==> config.mk <==
export PLATFORM = sky130hd
export DESIGN_NAME = c3zb_fifo
export DESIGN_NICKNAME = d
export VERILOG_FILES = /design/src/hdl/c3zb_pkg.sv /design/src/hdl/c3zb_fifo.sv
export SDC_FILE = /design/constraint.sdc
export NUM_CORES = 1
export LEC_CHECK = 0
export ABC_AREA = 1
export BUFFER_PORTS_ARGS = -buffer_cell sky130_fd_sc_hd__buf_2
export CAP_MARGIN = 15
export CORE_ASPECT_RATIO = 1.1
export CORE_MARGIN = 1.5
export CORE_UTILIZATION = 60
export DETAILED_ROUTE_END_ITERATION = 10
export GPL_TIMING_DRIVEN = 0
export PLACE_DENSITY = 0.79
export SYNTH_ARGS = -nofsm -noshare
export SYNTH_HDL_FRONTEND = slang
export SYNTH_SLANG_ARGS = --single-unit
==> constraint.sdc <==
create_clock -name clock -period 9.1 [get_ports clock]
set_input_delay 0.455 -clock clock [delete_from_list [all_inputs] [get_ports clock]]
set_output_delay 0.455 -clock clock [all_outputs]
set_load 0.005 [all_outputs]
==> src/hdl/c3zb_pkg.sv <==
// Shared types and constants for the 3x3 zero-border convolution block.
package c3zb_pkg;

   // Default line length the line store is sized for
   localparam int MAX_WIDTH_DEF = 1024;

   // Field widths
   localparam int PIX_W   = 8;
   localparam int COEF_W  = 16;
   localparam int ROW_W   = 16;
   localparam int COL_W   = 10;
   localparam int VALUE_W = 28;
   localparam int KROW_W  = 3 * COEF_W;
   localparam int WCFG_W  = 11;
   localparam int HCFG_W  = 16;

   // Stream payload widths
   localparam int REQ_DATA_W = 8;
   localparam int RSP_DATA_W = 56;

   // Configuration port
   localparam int CSR_IDX_W  = 3;
   localparam int CSR_DATA_W = KROW_W;

   localparam logic [CSR_IDX_W-1:0] CSR_KERNEL_TOP    = 3'd0;
   localparam logic [CSR_IDX_W-1:0] CSR_KERNEL_MIDDLE = 3'd1;
   localparam logic [CSR_IDX_W-1:0] CSR_KERNEL_BOTTOM = 3'd2;
   localparam logic [CSR_IDX_W-1:0] CSR_IMAGE_WIDTH   = 3'd3;
   localparam logic [CSR_IDX_W-1:0] CSR_IMAGE_HEIGHT  = 3'd4;

   // Configuration reset values
   localparam logic [KROW_W-1:0] KERNEL_TOP_RST    = 48'h0;
   localparam logic [KROW_W-1:0] KERNEL_MIDDLE_RST = 48'h1_0000;
   localparam logic [KROW_W-1:0] KERNEL_BOTTOM_RST = 48'h0;
   localparam logic [WCFG_W-1:0] IMAGE_WIDTH_RST   = 11'd64;
   localparam logic [HCFG_W-1:0] IMAGE_HEIGHT_RST  = 16'd64;

   // Job queue between front and back
   localparam int Q_DEPTH = 8;
   localparam int Q_AW    = $clog2(Q_DEPTH);

   // At most one job per pixel: up to three results share row, column and value
   typedef struct packed {
      logic [ROW_W-1:0]          row;    // row of the arriving pixel
      logic [COL_W-1:0]          col;    // column of the arriving pixel
      logic signed [VALUE_W-1:0] value;  // window sum for the centre result
      logic                      has_a;  // centre (row-1, col-1)
      logic                      has_b;  // row end (row-1, col)
      logic                      has_c;  // last-row zero (row, col)
      logic                      eof;    // last-row result is the frame end
   } job_type;

   typedef struct packed {
      logic [Q_AW:0] level;
      logic          empty;
   } queue_status_type;

endpackage

==> src/hdl/c3zb_fifo.sv <==
// Job queue between front and back end.
module c3zb_fifo import c3zb_pkg::*; (
   input  logic             clock,
   input  logic             reset,
   input  logic             push,
   input  job_type          push_job,
   input  logic             pop,
   output job_type          head_job,
   output queue_status_type status
);

   job_type         mem_ff [Q_DEPTH];
   logic [Q_AW-1:0] wr_ptr_ff, rd_ptr_ff;
   logic [Q_AW:0]   level_ff, level_in;

   // Occupancy follows push and pop; the front never pushes into a full queue
   always_comb begin
      level_in = level_ff;
      if (push && !pop) begin
         level_in = level_ff + (Q_AW + 1)'(1);
      end else if (pop && !push) begin
         level_in = level_ff - (Q_AW + 1)'(1);
      end
   end

   always_ff @(posedge clock) begin
      if (reset) begin
         wr_ptr_ff <= '0;
         rd_ptr_ff <= '0;
         level_ff  <= '0;
      end else begin
         if (push) begin
            wr_ptr_ff <= wr_ptr_ff + Q_AW'(1);
         end
         if (pop) begin
            rd_ptr_ff <= rd_ptr_ff + Q_AW'(1);
         end
         level_ff <= level_in;
      end
   end

   always_ff @(posedge clock) begin
      if (push) begin
         mem_ff[wr_ptr_ff] <= push_job;
      end
   end

   assign head_job     = mem_ff[rd_ptr_ff];
   assign status.level = level_ff;
   assign status.empty = level_ff == '0;

endmodule

; ---- After elaboration in Yosys (flattened, before gate mapping)
; Memory sizes are Yosys's and may differ from the RTL's. A register that Yosys moved wholly into a read port is not among the register bits.
; Cells that the tools add are included.
[totals]
inputBits = 62
n_memories = 1
mem_bits_rw = 464
out_inout_bits = 63
reg_bits = 10
[mem_list]
columns = memory, depth, width, read_ports, rd_ports_with_merged_regs, wr, line
row1 = mem_ff, 8, 58, 1, 1, 1, c3zb_fifo.sv:12  ; job_type mem_ff [Q_DEPTH];
[classes]
n_mux = 6
n_reduce_logical = 6
addsub = 4
[ops]
columns = operator, count
row1 = 4-bit two-way mux, 2
row2 = 3-bit by 1-bit adder with 3-bit output (second input constant), 2
row3 = 3-bit two-way mux, 2
row4 = 4-bit by 1-bit adder with 4-bit output (second input constant), 1
row5 = 4-bit zero test, 1
row6 = 4-bit by 1-bit subtractor with 4-bit output (second input constant), 1
row7 = 1-bit logical AND, 2
row8 = 1-bit zero test, 2
row9 = 1-bit two-way mux, 2
row10 = 2-bit nonzero test, 1

; ---- Depth between registers and ports, before layout
[logic_depth]
word_depth = 4
ltp_mapped = 11
ltp_nobuf = 11

; ---- Least setup slack after synthesis
; No wires, ideal clock.
[synth_path]
kind = input -> register
startpoint = input port push
endpoint = memory mem_ff[0][0] (netlist bit) (enable)
t_arrival_ps = 3256
path_slack_ps = 5370
cell_stages = 3
required_time_ps = 8626
setup_ps = 474
path_buffers = 0
path_cell_list = inv_1 > or2_2 > nor2_1
[synth_between]
elab_chain_len = 2
[synth_rtl]
columns = item, line
row1 = from (decl), c3zb_fifo.sv:5  ; input logic push,
row2 = 1-bit two-way mux, c3zb_fifo.sv:43  ; if (push) begin
row3 = 1-bit two-way mux (implied by the code), c3zb_fifo.sv:44  ; mem_ff[wr_ptr_ff] <= push_job;
row4 = to (decl), c3zb_fifo.sv:12
; No other way between the ends.

==> summary.txt <==
Global route
  • Met3 Usage GRT: between 5 and 6%
  • Vias in the first global route: between 10000 and 15000
  • Busiest grt layer: met2
  • Initial antenna violation count: 4
  • Largest net degree at the start of global routing: 28
  • Grt ovf: 0
  • Grt met1 use: 34.47%
  • Global Route Usage Sum: approximately 28%
  • First-pass GRT wire length: 68.79 mm
  • Met2 Use GR: 47.75%

Timing
  • Final Cycle Share: 32.06%
  • RSZ-0062 raised after global routing: no
  • Fmax: 0.3428 GHz
  • Slew headroom: 45.82%
  • Clock Skews: just over 0.02 ns
  • Fin. max-slew vios: 0
  • Hold Fails Final Rpt: 0
  • Crit path time final: between 2 and 3 ns
  • Setup violations, final: 0
  • Actual slew at the worst max-slew pin: 0.8127 ns
  • Setup tns final: 0 ns

Pwr
  • Peak supply drop: 0.0002247 V
  • Leak: 8.241 nW
  • Power Internal: roughly 3.7 mW
  • Net load switching power: 1.138 mW
  • P per Cell Area: ~220 mW/mm^2
  • Comb pwr share: between 10% and 20%
  • Reg power frac: 51.4%
  • Clk pwr share: 37.7%
  • Design Power: 4.822 mW
  • Sw Share: 23.59%

Setup path
  • Crit. End Element: output pin
  • Worst-path cell chain: clkbuf_1 > inv_1 > clkbuf_1 > buf_4 > nand2_1 > nand2_1 > buf_2
  • Arr. time, crit path: 2.46 ns
  • Crit path kind: reg2out
  • Startpoint Class: flip-flop
  • Crit path max fanout: 10
  • CP max-delay cell: clkbuf_1
  • CP max stage delay: between 0.6 and 0.7 ns
  • Required @ worst endpoint: 8.65 ns

Route
  • Routed WL: 45.40 mm
  • DR vias/cell: 5.659
  • DR WL/cell: 20.02 um
  • 1st-pass router iterations: 5
  • DR DRC count: 0
  • Antenna Violating Nets Remaining: 0
  • Via count: 12834
  • Initial DRC Count: 1330

Layout
  • P&R area growth vs syn: 15.68%
  • Final instance area: 0.02209 sq mm
  • Most frequent cells in the layout: nor2_1 (472), edfxtp_1 (464), nand2_1 (309)
  • Multi-input logic area: 0.004380 sq mm
  • Nets: 1882
  • Most common cell after layout, fill and taps aside: nor2_1
  • Fill cells: just over 2000
  • Share of cells above drive strength 1: 15.28%
  • FF+latch area: 0.01419 sq mm

Placement
  • Area after DPL: 0.02065 sq mm
  • PortBufs: 124
  • DP HPWL: 28.26 mm
  • GP Congestion: 0.7868

Synth
  • Post-synth EDFFs: 464
  • Biggest area consumer among synthesized cells: edfxtp_1
  • Unique masters post-synth: 24
  • Synth Net Count: 1694
  • Warning count from the yosys run: 0
  • Mapped Area: ~0.019 sq mm
  • Sequential element share of the synthesized area: 74.34%
  • Async set-or-reset flop fraction in the synthesized netlist: 0%
  • Top cell type's share of synthesized area: between 70% and 80%
  • Post-Synthesis Cells: roughly 1600
  • Mapped Avg Cell Area: about 12 sq um
  • Ranking of synthesized cells by area: edfxtp_1 (73%), nor2_1 (9.4%), nand2_1 (6.1%)
  • Synth Register Bits: 477
  • Synth Flop Type: edfxtp_1

CTS
  • Clk_lat worst skew: about 0.55 ns
  • Post_cts resized: 0
  • Htree depth: 2
  • Post-CTS Setup Inserts: 0
  • CTS tree: built
  • Max Root-Sink Buffers: 3
  • CTS hold repair buffers: 0
  • Clock sink count: approximately 480
  • CTS root buf: clkbuf_16
  • Worst-path clk slew: 0.06 ns
  • Cts bufs inserted: 46

Flow run
  • Max_cap viols: 0

Die
  • Die area: 0.03290 sq mm
  • I/O pin count: 125
  • CORE AREA: 0.03140 sq mm
  • Die height: 190.1 um
  • Die W: 173.1 um
  • Row count: 68
  • Initial Utilization: approximately 61%

Hold path
  • Hold Path Class: in2reg

Status
  • Status: finished, final reports clean
==> Yosys cell counts, drive strengths merged (3+ instances only) <==
cell type	n
dfxtp	13
nand3	3
edfxtp	464
inv	13
ha	5
clkbuf	11
a21oi	6
nand2	309
nor2	480
buf	79
o21ai	233
==> final timing paths <==
| kind | from | end | slack (ns) | cells past startpoint |
|---|---|---|---|---|
| setup / recovery | flip-flop | head_job[50] | 6.18 | 7 |
| hold / removal | push_job[57] | mem_ff[5][57] | 0.17 | 1 |
| setup reg to reg | wr_ptr_ff[0] | mem_ff[4][38] | 6.98 | 4 |
| hold reg to reg | rd_ptr_ff[1] | rd_ptr_ff[1] | 0.50 | 2 |
==> metal layers <==
layer  part of all wire, %  vias up
li1                      -     5929
met1                    38     6178
met2                    50      593
met3                   8.4      130
met4                   3.5        4
met5                 0.053        -
==> state kept, by name (all words and copies together), names as in the netlist, named ones only <==
register	count
mem_ff	464
level_ff	4
wr_ptr_ff	3
rd_ptr_ff	3
==> layout make-up <==
cell class                 instances  share of cell area (%)
clock buffer                      55                   5.552
clock inverter                    24                  0.9234
antenna                            3                 0.03399
sequential                       477                   64.26
multi-input combinational       1046                   19.83
timing repair buffer             140                   4.396
buffer                            90                   2.396
inverter                          13                  0.2209
tap                              420                   2.379
==> cells by family after synthesis <==
| group | after synthesis | share of synthesized area [%] |
|---|---|---|
| compound gates | 240 | 6.305 |
| xor+xnor | 3 | 0.1376 |
| fa+ha+maj | 6 | 0.4325 |
| buf+inv | 103 | 3.028 |
| flops | 477 | 74.34 |
| simple gates | 797 | 15.75 |
==> power by group through the flow <==
stage               clock, mW  combinational (mW)  sequential [mW]
CTS                      1.82               0.525             2.48
global route             1.91               0.583             2.48
detailed placement          0               0.520             2.53
floorplan                   0               0.301             2.53
finish                   1.82               0.526             2.48
global placement            0               0.485             2.53
==> critical path, delay by kind of cell (launching register included) <==
family	cells	cell delay [ns]
buffers and inverters	5	1.43
flip-flops	1	0.30
AND/OR/NAND/NOR	2	0.17
==> metrics by stage <==
step           util (%)  hold slack, ns  worst slack (ns)  cells
2_1_floorplan         -          0.4566             5.370   1626
3_3_place_gp      64.46          0.4801             3.063   2170
3_5_place_dp      65.77          0.4916             6.673   2186
4_1_cts           70.33          0.1551             6.187   2265
5_1_grt           70.33          0.1632             6.078   2266
6_report          70.35          0.1716             6.183   2268
No activity file was read; power rests on OpenSTA's default activity.
