$ cat src/hdl/c3zb_pkg.sv
// Shared types and constants for the 3x3 zero-border convolution block.
package c3zb_pkg;

   // Default line length the line store is sized for
   localparam int MAX_WIDTH_DEF = 1024;

   // Field widths
   localparam int PIX_W   = 8;
   localparam int COEF_W  = 16;
   localparam int ROW_W   = 16;
   localparam int COL_W   = 10;
   localparam int VALUE_W = 28;
   localparam int KROW_W  = 3 * COEF_W;
   localparam int WCFG_W  = 11;
   localparam int HCFG_W  = 16;

   // Stream payload widths
   localparam int REQ_DATA_W = 8;
   localparam int RSP_DATA_W = 56;

   // Configuration port
   localparam int CSR_IDX_W  = 3;
   localparam int CSR_DATA_W = KROW_W;

   localparam logic [CSR_IDX_W-1:0] CSR_KERNEL_TOP    = 3'd0;
   localparam logic [CSR_IDX_W-1:0] CSR_KERNEL_MIDDLE = 3'd1;
   localparam logic [CSR_IDX_W-1:0] CSR_KERNEL_BOTTOM = 3'd2;
   localparam logic [CSR_IDX_W-1:0] CSR_IMAGE_WIDTH   = 3'd3;
   localparam logic [CSR_IDX_W-1:0] CSR_IMAGE_HEIGHT  = 3'd4;

   // Configuration reset values
   localparam logic [KROW_W-1:0] KERNEL_TOP_RST    = 48'h0;
   localparam logic [KROW_W-1:0] KERNEL_MIDDLE_RST = 48'h1_0000;
   localparam logic [KROW_W-1:0] KERNEL_BOTTOM_RST = 48'h0;
   localparam logic [WCFG_W-1:0] IMAGE_WIDTH_RST   = 11'd64;
   localparam logic [HCFG_W-1:0] IMAGE_HEIGHT_RST  = 16'd64;

   // Job queue between front and back
   localparam int Q_DEPTH = 8;
   localparam int Q_AW    = $clog2(Q_DEPTH);

   // At most one job per pixel: up to three results share row, column and value
   typedef struct packed {
      logic [ROW_W-1:0]          row;    // row of the arriving pixel
      logic [COL_W-1:0]          col;    // column of the arriving pixel
      logic signed [VALUE_W-1:0] value;  // window sum for the centre result
      logic                      has_a;  // centre (row-1, col-1)
      logic                      has_b;  // row end (row-1, col)
      logic                      has_c;  // last-row zero (row, col)
      logic                      eof;    // last-row result is the frame end
   } job_type;

   typedef struct packed {
      logic [Q_AW:0] level;
      logic          empty;
   } queue_status_type;

endpackage

$ cat src/hdl/c3zb_back.sv
// Back end: expands each job into its results and drives the output register.
module c3zb_back import c3zb_pkg::*; (
   input  logic                  clock,
   input  logic                  reset,
   input  queue_status_type      q_status,
   input  job_type               head_job,
   output logic                  pop,
   output logic                  rsp_tvalid,
   input  logic                  rsp_tready,
   output logic [RSP_DATA_W-1:0] rsp_tdata,
   output logic                  rsp_tlast,
   output logic                  rsp_tuser
);

   logic [2:0] done_ff, done_in;
   logic [2:0] pending, pick, rest;
   logic       load, take;

   // Results of the head job still to send, in order centre, row end, last row
   always_comb begin
      pending = {head_job.has_c, head_job.has_b, head_job.has_a} & ~done_ff;
      pick[0] = pending[0];
      pick[1] = pending[1] && !pending[0];
      pick[2] = pending[2] && !pending[1] && !pending[0];
      rest    = pending & ~pick;
      load    = !rsp_tvalid || rsp_tready;
      take    = load && !q_status.empty;
      pop     = take && (rest == '0);
      done_in = done_ff;
      if (take) begin
         done_in = (rest == '0) ? '0 : (done_ff | pick);
      end
   end

   always_ff @(posedge clock) begin
      if (reset) begin
         done_ff <= '0;
      end else begin
         done_ff <= done_in;
      end
   end

   // Output register
   logic                      rsp_valid_ff;
   logic [ROW_W-1:0]          out_row_ff;
   logic [COL_W-1:0]          out_col_ff;
   logic signed [VALUE_W-1:0] value_ff;
   logic                      last_ff, eof_ff;

   always_ff @(posedge clock) begin
      if (reset) begin
         rsp_valid_ff <= 1'b0;
      end else if (load) begin
         rsp_valid_ff <= take;
      end
      if (take) begin
         out_row_ff <= pick[2] ? head_job.row : head_job.row - ROW_W'(1);
         out_col_ff <= pick[0] ? head_job.col - COL_W'(1) : head_job.col;
         value_ff   <= pick[0] ? head_job.value : '0;
         last_ff    <= rest == '0;
         eof_ff     <= pick[2] && head_job.eof;
      end
   end

   assign rsp_tvalid = rsp_valid_ff;
   assign rsp_tdata  = {2'b00, value_ff, out_col_ff, out_row_ff};
   assign rsp_tlast  = last_ff;
   assign rsp_tuser  = eof_ff;

endmodule

$ cat config.mk
export PLATFORM = sky130hd
export DESIGN_NAME = c3zb_back
export DESIGN_NICKNAME = d
export VERILOG_FILES = /design/src/hdl/c3zb_pkg.sv /design/src/hdl/c3zb_back.sv
export SDC_FILE = /design/constraint.sdc
export NUM_CORES = 1
export LEC_CHECK = 0
export BUFFER_PORTS_ARGS = -buffer_cell sky130_fd_sc_hd__buf_2
export CORE_ASPECT_RATIO = 0.9
export CORE_UTILIZATION = 46
export DETAILED_ROUTE_END_ITERATION = 16
export PLACE_DENSITY_LB_ADDON = 0.3
export SLEW_MARGIN = 5
export SYNTH_ARGS = -nofsm -noshare
export SYNTH_HDL_FRONTEND = slang
export SYNTH_SLANG_ARGS = --single-unit
$ cat constraint.sdc
create_clock -name clock -period 7.64 [get_ports clock]
set_clock_uncertainty 0.15 [all_clocks]
set_input_delay 1.528 -clock clock [delete_from_list [all_inputs] [get_ports clock]]
set_output_delay 1.528 -clock clock [all_outputs]
set_load 0.03 [all_outputs]
* Word-level counts from Yosys, hierarchy flattened
Index checks and enable logic that the tools add are counted.
** Operators by class
- Muxes and demuxes :: 3
- Add/subtract/negate cells :: 2
- Bitwise logic cells :: 5
- Reduce and logical (&&, ||, !) cells :: 12
** Operators by type and width (count)
- $mux W16 :: 1
- $sub A16 B1 Y16 const B :: 1
- $mux W10 :: 1
- $sub A10 B1 Y10 const B :: 1
- $and A3 B3 Y3 :: 2
- $logic_and A1 B1 Y1 :: 6
- $not A3 Y3 :: 2
- $logic_not A1 Y1 :: 4
- $logic_not A3 Y1 :: 1
- $mux W3 :: 1
- $or A3 B3 Y3 :: 1
- $logic_or A1 B1 Y1 :: 1
** Storage, ports and cells
- Bits of input ports :: 66
- Bits in registers :: 60

* Longest topological paths before layout
Gate-level depths: netlist of run 1.
- Depth after elaboration :: 9
- Depth in mapped cells :: 6

* Least setup slack after synthesis of run 1
OpenSTA, ideal clock, no wires.
- Path kind :: input -> output
- Start :: input port rsp_tready
- End :: output port pop
- Required time :: 5.962 ns
- Arrival :: 4.845 ns
- Setup slack :: 1.117 ns
- Buffers on the path :: 0
- Stages on the path :: 3
- Path through :: nand2b_1 -> nor2b_1 -> and2_1
** Between the ends
- Longest elaborated chain between the ends :: 3
** Ends and longest elaborated chain
- start, declared :: RTL line c3zb_back.sv:9 : input logic rsp_tready,
- $logic_or A1 B1 Y1 :: RTL line c3zb_back.sv:26 : load = !rsp_tvalid || rsp_tready;
- $logic_and A1 B1 Y1 :: RTL line c3zb_back.sv:27 : take = load && !q_status.empty;
- via take :: RTL line c3zb_back.sv:17 : logic load, take;
- $logic_and A1 B1 Y1 :: RTL line c3zb_back.sv:28 : pop = take && (rest == '0);
- end, declared :: RTL line c3zb_back.sv:7 : output logic pop,
The timed path passes the listed nets, and every way through them passes these cells.

* Final worst setup path of run 1
- Start :: input port head_job[3] (netlist name)
- End :: output port pop
** Between the ends
- Longest elaborated chain between the ends :: 7
** Ends and longest elaborated chain
- start, declared :: RTL line c3zb_back.sv:6 : input job_type head_job,
- $and A3 B3 Y3 (*) :: RTL line c3zb_back.sv:21 : pending = {head_job.has_c, head_job.has_b, head_job.has_a} & ~done_ff;
- $logic_not A1 Y1 :: RTL line c3zb_back.sv:23, c3zb_back.sv:24
- $logic_and A1 B1 Y1, on equally long branches :: RTL line c3zb_back.sv:23, c3zb_back.sv:24
- $not A3 Y3 :: RTL line c3zb_back.sv:25 : rest = pending & ~pick;
- $and A3 B3 Y3 (*) :: RTL line c3zb_back.sv:25
- $logic_not A3 Y1 (*) :: RTL line c3zb_back.sv:28
- $logic_and A1 B1 Y1 (*) :: RTL line c3zb_back.sv:28
Every way passes the cells marked *; elsewhere a longest branch is shown, timed or not.

==> flow_summary.yaml, run 1 <==
status:
  status: "finished, final reports clean"
synthesis:
  synth_seq_cells: 60
  yosysMostFrequentCell: "edfxtp_1"
  synthAdderAreaFrac_pct: 1.35
  synthFlopType: "edfxtp_1"
  synth.distinct_cells: 32
  synth.avg_cell_area_um2: 14.0
  yosysWarnings: 0
  synth_edf_count: 56
  synth_common_cells: "56 x edfxtp_1, 30 x and2_1, 15 x xnor2_1"
  ys_seq_area_share_pct: 68.0
  synth-xor-area-share_pct: 8.11
  ys_async_sr_fraction_pct: 0
  synth_simple_gate_area_share_pct: 18.3
  synth_compound_area_share_pct: 2.27
  yosysTopAreaCellShare_pct: 64.9
  synth_cells: 185
  synth_area_leaders: "edfxtp_1 65%, and2_1 7.2%, xnor2_1 5.1%"
  synth_top_family_by_area: "simple AND/OR/NAND/NOR gates"
  syn_area_mm2: 0.00259
  synth_mux_area_share_pct: 0
  yosysTopAreaCell: "edfxtp_1"
cells_and_area:
  multiInputGateArea_um2: 793
  final_layout_size_suffix_gt1_share_pct: 45.3
  area_growth_syn_to_layout_pct: 33.0
  fill_cells: 431
  seqCellArea_mm2: 0.00176
  diodes: 0
  nets: 380
floorplanning:
  coreArea_mm2: 0.00535
  rows: 25
  dieWidth_um: 81.1
  die_area_mm2: 0.00594
  pin_count: 126
  start_util_pct: 48.5
  die_h_um: 73.2
critical_path:
  arrival_ps: 2700
  path_class: "in2out"
  cp_slowest_cell: "maj3_1"
  slowest_delay_ps: 450
  cp-end-kind: "output port"
  crit_top_cell: "buf_2"
  path_cells: "buf_2 -> nand2b_1 -> maj3_1 -> and2_1 -> buf_2"
  required_ps: 5960
  critPathBufInv: 2
  cp-start-kind: "primary input"
  critical_path.max_fanout: 13
  path_delay_family: "adder cells"
clock_tree:
  cts_tree: "yes"
  htree_levels: 3
  post_cts_buffers: 0
  clkSlewWorstSetupHoldPaths_ps: 60
  cts_sinks: 60
  cts_resized: 0
  cts_root_buffer: "clkbuf_8"
  clk_latency_ps: 320
  cts_buffers: 9
  hold_buffers: 0
  cts_max_path_buffers: 2
pwr:
  ir_worst_vdd_uv: 129
  p_leak_nw: 1.48
  power.density_mw_per_mm2: 226
  p_total_w: 0.000778
detailed_routing:
  via_count: 1833
  routed_wl_um: 5200
  drt_iter0_markers: 123
  ant_nets: 0
  routedWlPerCell_um: 13.6
  drc_errors: 0
  firstDrtPassIters: 4
  viasPerCell: 4.79
placement:
  place_congestion: 0.818
  dp_hpwl_um: 3760
  port_buffers: 119
timing:
  slew_headroom_pct: 49.9
  fin_crit_sh_pct: 57.3
  hold_viol_final: 0
  worstMarginPinSlew_ps: 751
  setup_viol: 0
  rsz0062_at_grt: "no"
  max_freq_ghz: 0.228
  slew_violations: 0
  setup_tns_ps: 0
  min_period_ps: 4380
global_routing:
  grt_pass1_vias: 1679
  antenna_found_initial: 0
  grt_usage_pct: 18.6
  grt_pass1_wl_um: 8070
  grt_remaining_overflow: 0
  grt_max_degree: 60
hold_path:
  worst_hold_path_type: "reg2reg"
run:
  drv_cap: 0
## stage by stage
step / util [%] / hold WS [ps] / setup WS (ps) / instances / instance area, µm²
6_report: 64.5 / 362 / 3260 / 383 / 3450
5_1_grt: 64.5 / 409 / 3180 / 383 / 3450
4_1_cts: 64.5 / 363 / 3260 / 383 / 3450
3_5_place_dp: 61.1 / 348 / 3270 / 368 / 3270
3_3_place_gp: 61.1 / 340 / 3280 / 368 / 3270
2_1_floorplan: - / 327 / 1120 / 186 / 2600
## per-layer routing
layer | global-route usage [%] | up-vias | part of all wire [%]
met4 | 6.35 | 0 | 1.2
met2 | 29.0 | 83 | 47
met5 | 0 | - | 0
met3 | 7.63 | 8 | 8.8
met1 | 23.4 | 835 | 43
li1 | - | 907 | -
## kinds of logic after synthesis
kind of cell,after synthesis
fa+ha+maj,3
buf+inv,11
other cells,1
xor+xnor,24
flops,60
compound gates,9
simple gates,77
## flip-flops by register name, summed over array words and instances, names as in the netlist
| name | flops |
|---|---|
| value_ff | 28 |
| out_row_ff | 16 |
| out_col_ff | 10 |
| done_ff | 3 |
| rsp_tlast | 1 |
| rsp_tuser | 1 |
| rsp_tvalid | 1 |
## path summary, 6_finish.rpt
check	from	endpoint	slack, ps	cells past startpoint
hold / removal	rsp_tvalid$_SDFFE_PP0N_	rsp_tvalid$_SDFFE_PP0N_	360	2
hold reg to reg	rsp_tvalid$_SDFFE_PP0N_	rsp_tvalid$_SDFFE_PP0N_	360	2
setup reg to reg	done_ff[0]$_SDFFE_PP0P_	out_row_ff[10]$_DFFE_PP_	5630	4
setup / recovery	head_job[3]	pop	3260	5
## report_power, final
group          internal [W]  switching (W)
Combinational     0.0000400      0.0000821
Clock              0.000146       0.000119
Sequential         0.000386     0.00000512
## placed cells by master (no fill, tap or decap), types with 2 or more instances in the layout
cell and instances:
inv_1 5, nand3b_1 2, nand2_1 7, nor2b_1 2, xnor2_1 15, nand3_1 4, or4_4 2, a21oi_1 2
dfxtp_1 4, nand2b_1 5, ha_1 2, clkinv_2 3, nor4_1 3, conb_1 2, nor2_1 7, or3_1 2
nor3_1 4, o21ai_0 3, a31oi_1 3, clkbuf_8 9, buf_2 119, nor3_2 2, and2_1 30, edfxtp_1 56
buf_4 2, xor2_1 9
## area by class of cell
cell class	instances	area share, %
repair buffers	121	17.7
well taps	67	2.43
flip-flops and latches	60	51.1
multi-input cells	115	23.0
clock buffers	9	3.59
inverters	5	0.544
clock inverters	6	1.63
## worst min-delay path, stage by stage, from the launching register on
cell and delay [ps]:
dfxtp_1 310, nand2b_1 90, a21oi_1 70
Power figures use the tool's default switching activity.
==> run 2: changes to the inputs <==
==> constraint.sdc (replaced) <==
create_clock -name clock -period 4.5 [get_ports clock]
set_clock_uncertainty 0.15 [all_clocks]
set_input_delay 0.9 -clock clock [delete_from_list [all_inputs] [get_ports clock]]
set_output_delay 0.9 -clock clock [all_outputs]
set_load 0.03 [all_outputs]
==> run 2 against run 1 <==
Compared with the run above: setup slack got worse by 1900 ps; register-to-register slack got worse by 3200 ps; power rose by 69%; final cell count did not move; worst hold slack improved by 4.1 ps; non-clock buffer count did not move; first-iteration DRC count fell by 49%; global-route usage fell by 0.24 points; design area did not move; critical path type unchanged; critical endpoint unchanged; highest routed layer unchanged.
==> flow_summary.yaml, run 2 (synthesis gave the netlist of run 1 again) <==
floorplanning:
  die_area_mm2: 0.00594
  start_util_pct: 48.5
  dieWidth_um: 81.1
  rows: 25
  pin_count: 126
  coreArea_mm2: 0.00535
  die_h_um: 73.2
pwr:
  p_sw_share_pct: 26.2
  seq_power_share_pct: 50.4
  p_leak_nw: 1.48
  p_sw_w: 0.000345
  internal_power_w: 0.000970
  pwr-share-clk_pct: 33.9
  power.density_mw_per_mm2: 381
  pwr-share-comb_pct: 15.7
  ir_worst_vdd_uv: 187
hold_path:
  hold_path_end: "rsp_tvalid$_SDFFE_PP0N_"
  min_path_cells: 2
  worst_hold_path_type: "reg2reg"
  worstHoldStart: "rsp_tvalid$_SDFFE_PP0N_"
clock_tree:
  cts_root_buffer: "clkbuf_8"
  hold_buffers: 0
  cts_sinks: 60
  cts_tree: "yes"
  cts_max_path_buffers: 2
  post_cts_buffers: 0
  clkSlewWorstSetupHoldPaths_ps: 60
  cts_resized: 0
  htree_levels: 3
  cts_buffers: 9
  clk_latency_ps: 330
timing:
  slew_violations: 0
  min_period_ps: 3110
  worstMarginPinSlew_ps: 743
  fin_crit_sh_pct: 69.2
  hold_viol_final: 0
  setup_ws_ps: 1390
  slew_headroom_pct: 50.5
  setup_tns_ps: 0
  setup_viol: 0
  max_freq_ghz: 0.321
  rsz0062_at_grt: "no"
critical_path:
  cp-start-kind: "primary input"
  rr_worst_depth: 4
  arrival_ps: 2060
  critical_path.max_fanout: 13
  r2r-start: "done_ff[0]$_SDFFE_PP0P_"
  cp-end-kind: "output port"
  path_class: "in2out"
  required_ps: 3450
  crit_top_cell: "buf_2"
  rr_endpoint: "out_row_ff[10]$_DFFE_PP_"
  cp_slowest_cell: "maj3_1"
  path_cells: "buf_2 -> nand2b_1 -> maj3_1 -> and2_1 -> buf_2"
  slowest_delay_ps: 450
  reg2reg_slack_ps: 2480
global_routing:
  grt_remaining_overflow: 0
  grt_pass1_vias: 1714
  grt_pass1_wl_um: 7880
  grt_usage_pct: 18.4
  antenna_found_initial: 0
  grt_max_degree: 60
detailed_routing:
  viasPerCell: 4.78
  ant_nets: 0
  routedWlPerCell_um: 13.2
  firstDrtPassIters: 4
  drc_errors: 0
  drt_iter0_markers: 63
  routed_wl_um: 5070
  via_count: 1829
status:
  status: "finished, final reports clean"
cells_and_area:
  nets: 380
  layout_commonest_cell: "buf_2"
  reg_top3: "value_ff: 28 flops, out_row_ff: 16 flops, out_col_ff: 10 flops"
  largest-register: "value_ff"
  area_growth_syn_to_layout_pct: 33.0
  final_cell_mix: "119 x buf_2, 56 x edfxtp_1, 30 x and2_1"
  diodes: 0
  final_layout_size_suffix_gt1_share_pct: 45.3
  largest_reg_flops: 28
placement:
  place_congestion: 0.796
  dp_worst_setup_slack_ps: 1390
  dp_hpwl_um: 3670
  port_buffers: 119
run:
  drv_cap: 0
run 2: cell counts in the layout (fill, tap and decap cells not counted):
Identical to the previous run, type by type.
run 2: power groups by stage:
stage / clock (W) / sequential, W / combinational, W
6_report: 0.000446 / 0.000663 / 0.000206
5_1_grt: 0.000479 / 0.000668 / 0.000223
4_1_cts: 0.000459 / 0.000664 / 0.000209
3_5_place_dp: 0 / 0.000676 / 0.000209
3_3_place_gp: 0 / 0.000674 / 0.000205
2_1_floorplan: 0 / 0.000749 / 0.0000578
run 2: stage by stage:
step	hold WS, ps	std cells	util [%]	power [W]	area [µm²]
final	366	383	64.5	0.00132	3450
after global routing	392	383	64.5	0.00137	3450
after CTS	356	383	64.5	0.00133	3450
after detailed placement	341	368	61.1	0.000884	3270
after global placement	339	368	61.1	0.000879	3270
after floorplan	327	186	-	0.000807	2600
run 2: layout make-up:
class | instances | area, µm²
tap | 67 | 83.8
timing repair buffer | 121 | 611
clock inverter | 6 | 56.3
inverter | 5 | 18.8
sequential | 60 | 1760
clock buffer | 9 | 124
multi-input combinational | 115 | 793
fill | 443 | 1900
run 2: worst max-delay path: cells and delay by family:
kind | cells | cell delay, ps
simple gates | 2 | 440
buf+inv | 2 | 270
fa+ha+maj | 1 | 450
run 2: worst max-delay path by stage:
stage	from	end	depth (start not counted)
5_1_grt	head_job[3]	pop	5
6_report	head_job[3]	pop	5
2_1_floorplan	rsp_tready	pop	3
3_5_place_dp	head_job[3]	pop	5
3_3_place_gp	head_job[3]	pop	5
4_1_cts	head_job[3]	pop	5
run 2: per-layer routing:
| metal | wire [µm] | global-route usage (%) | vias up | share of wire [%] |
|---|---|---|---|---|
| met3 | 470 | 9.63 | 4 | 9.3 |
| met4 | 51 | 5.56 | 0 | 1.0 |
| li1 | - | - | 905 | - |
| met1 | 2080 | 21.3 | 839 | 41 |
| met2 | 2470 | 29.6 | 81 | 49 |
| met5 | 0 | 0 | - | 0 |
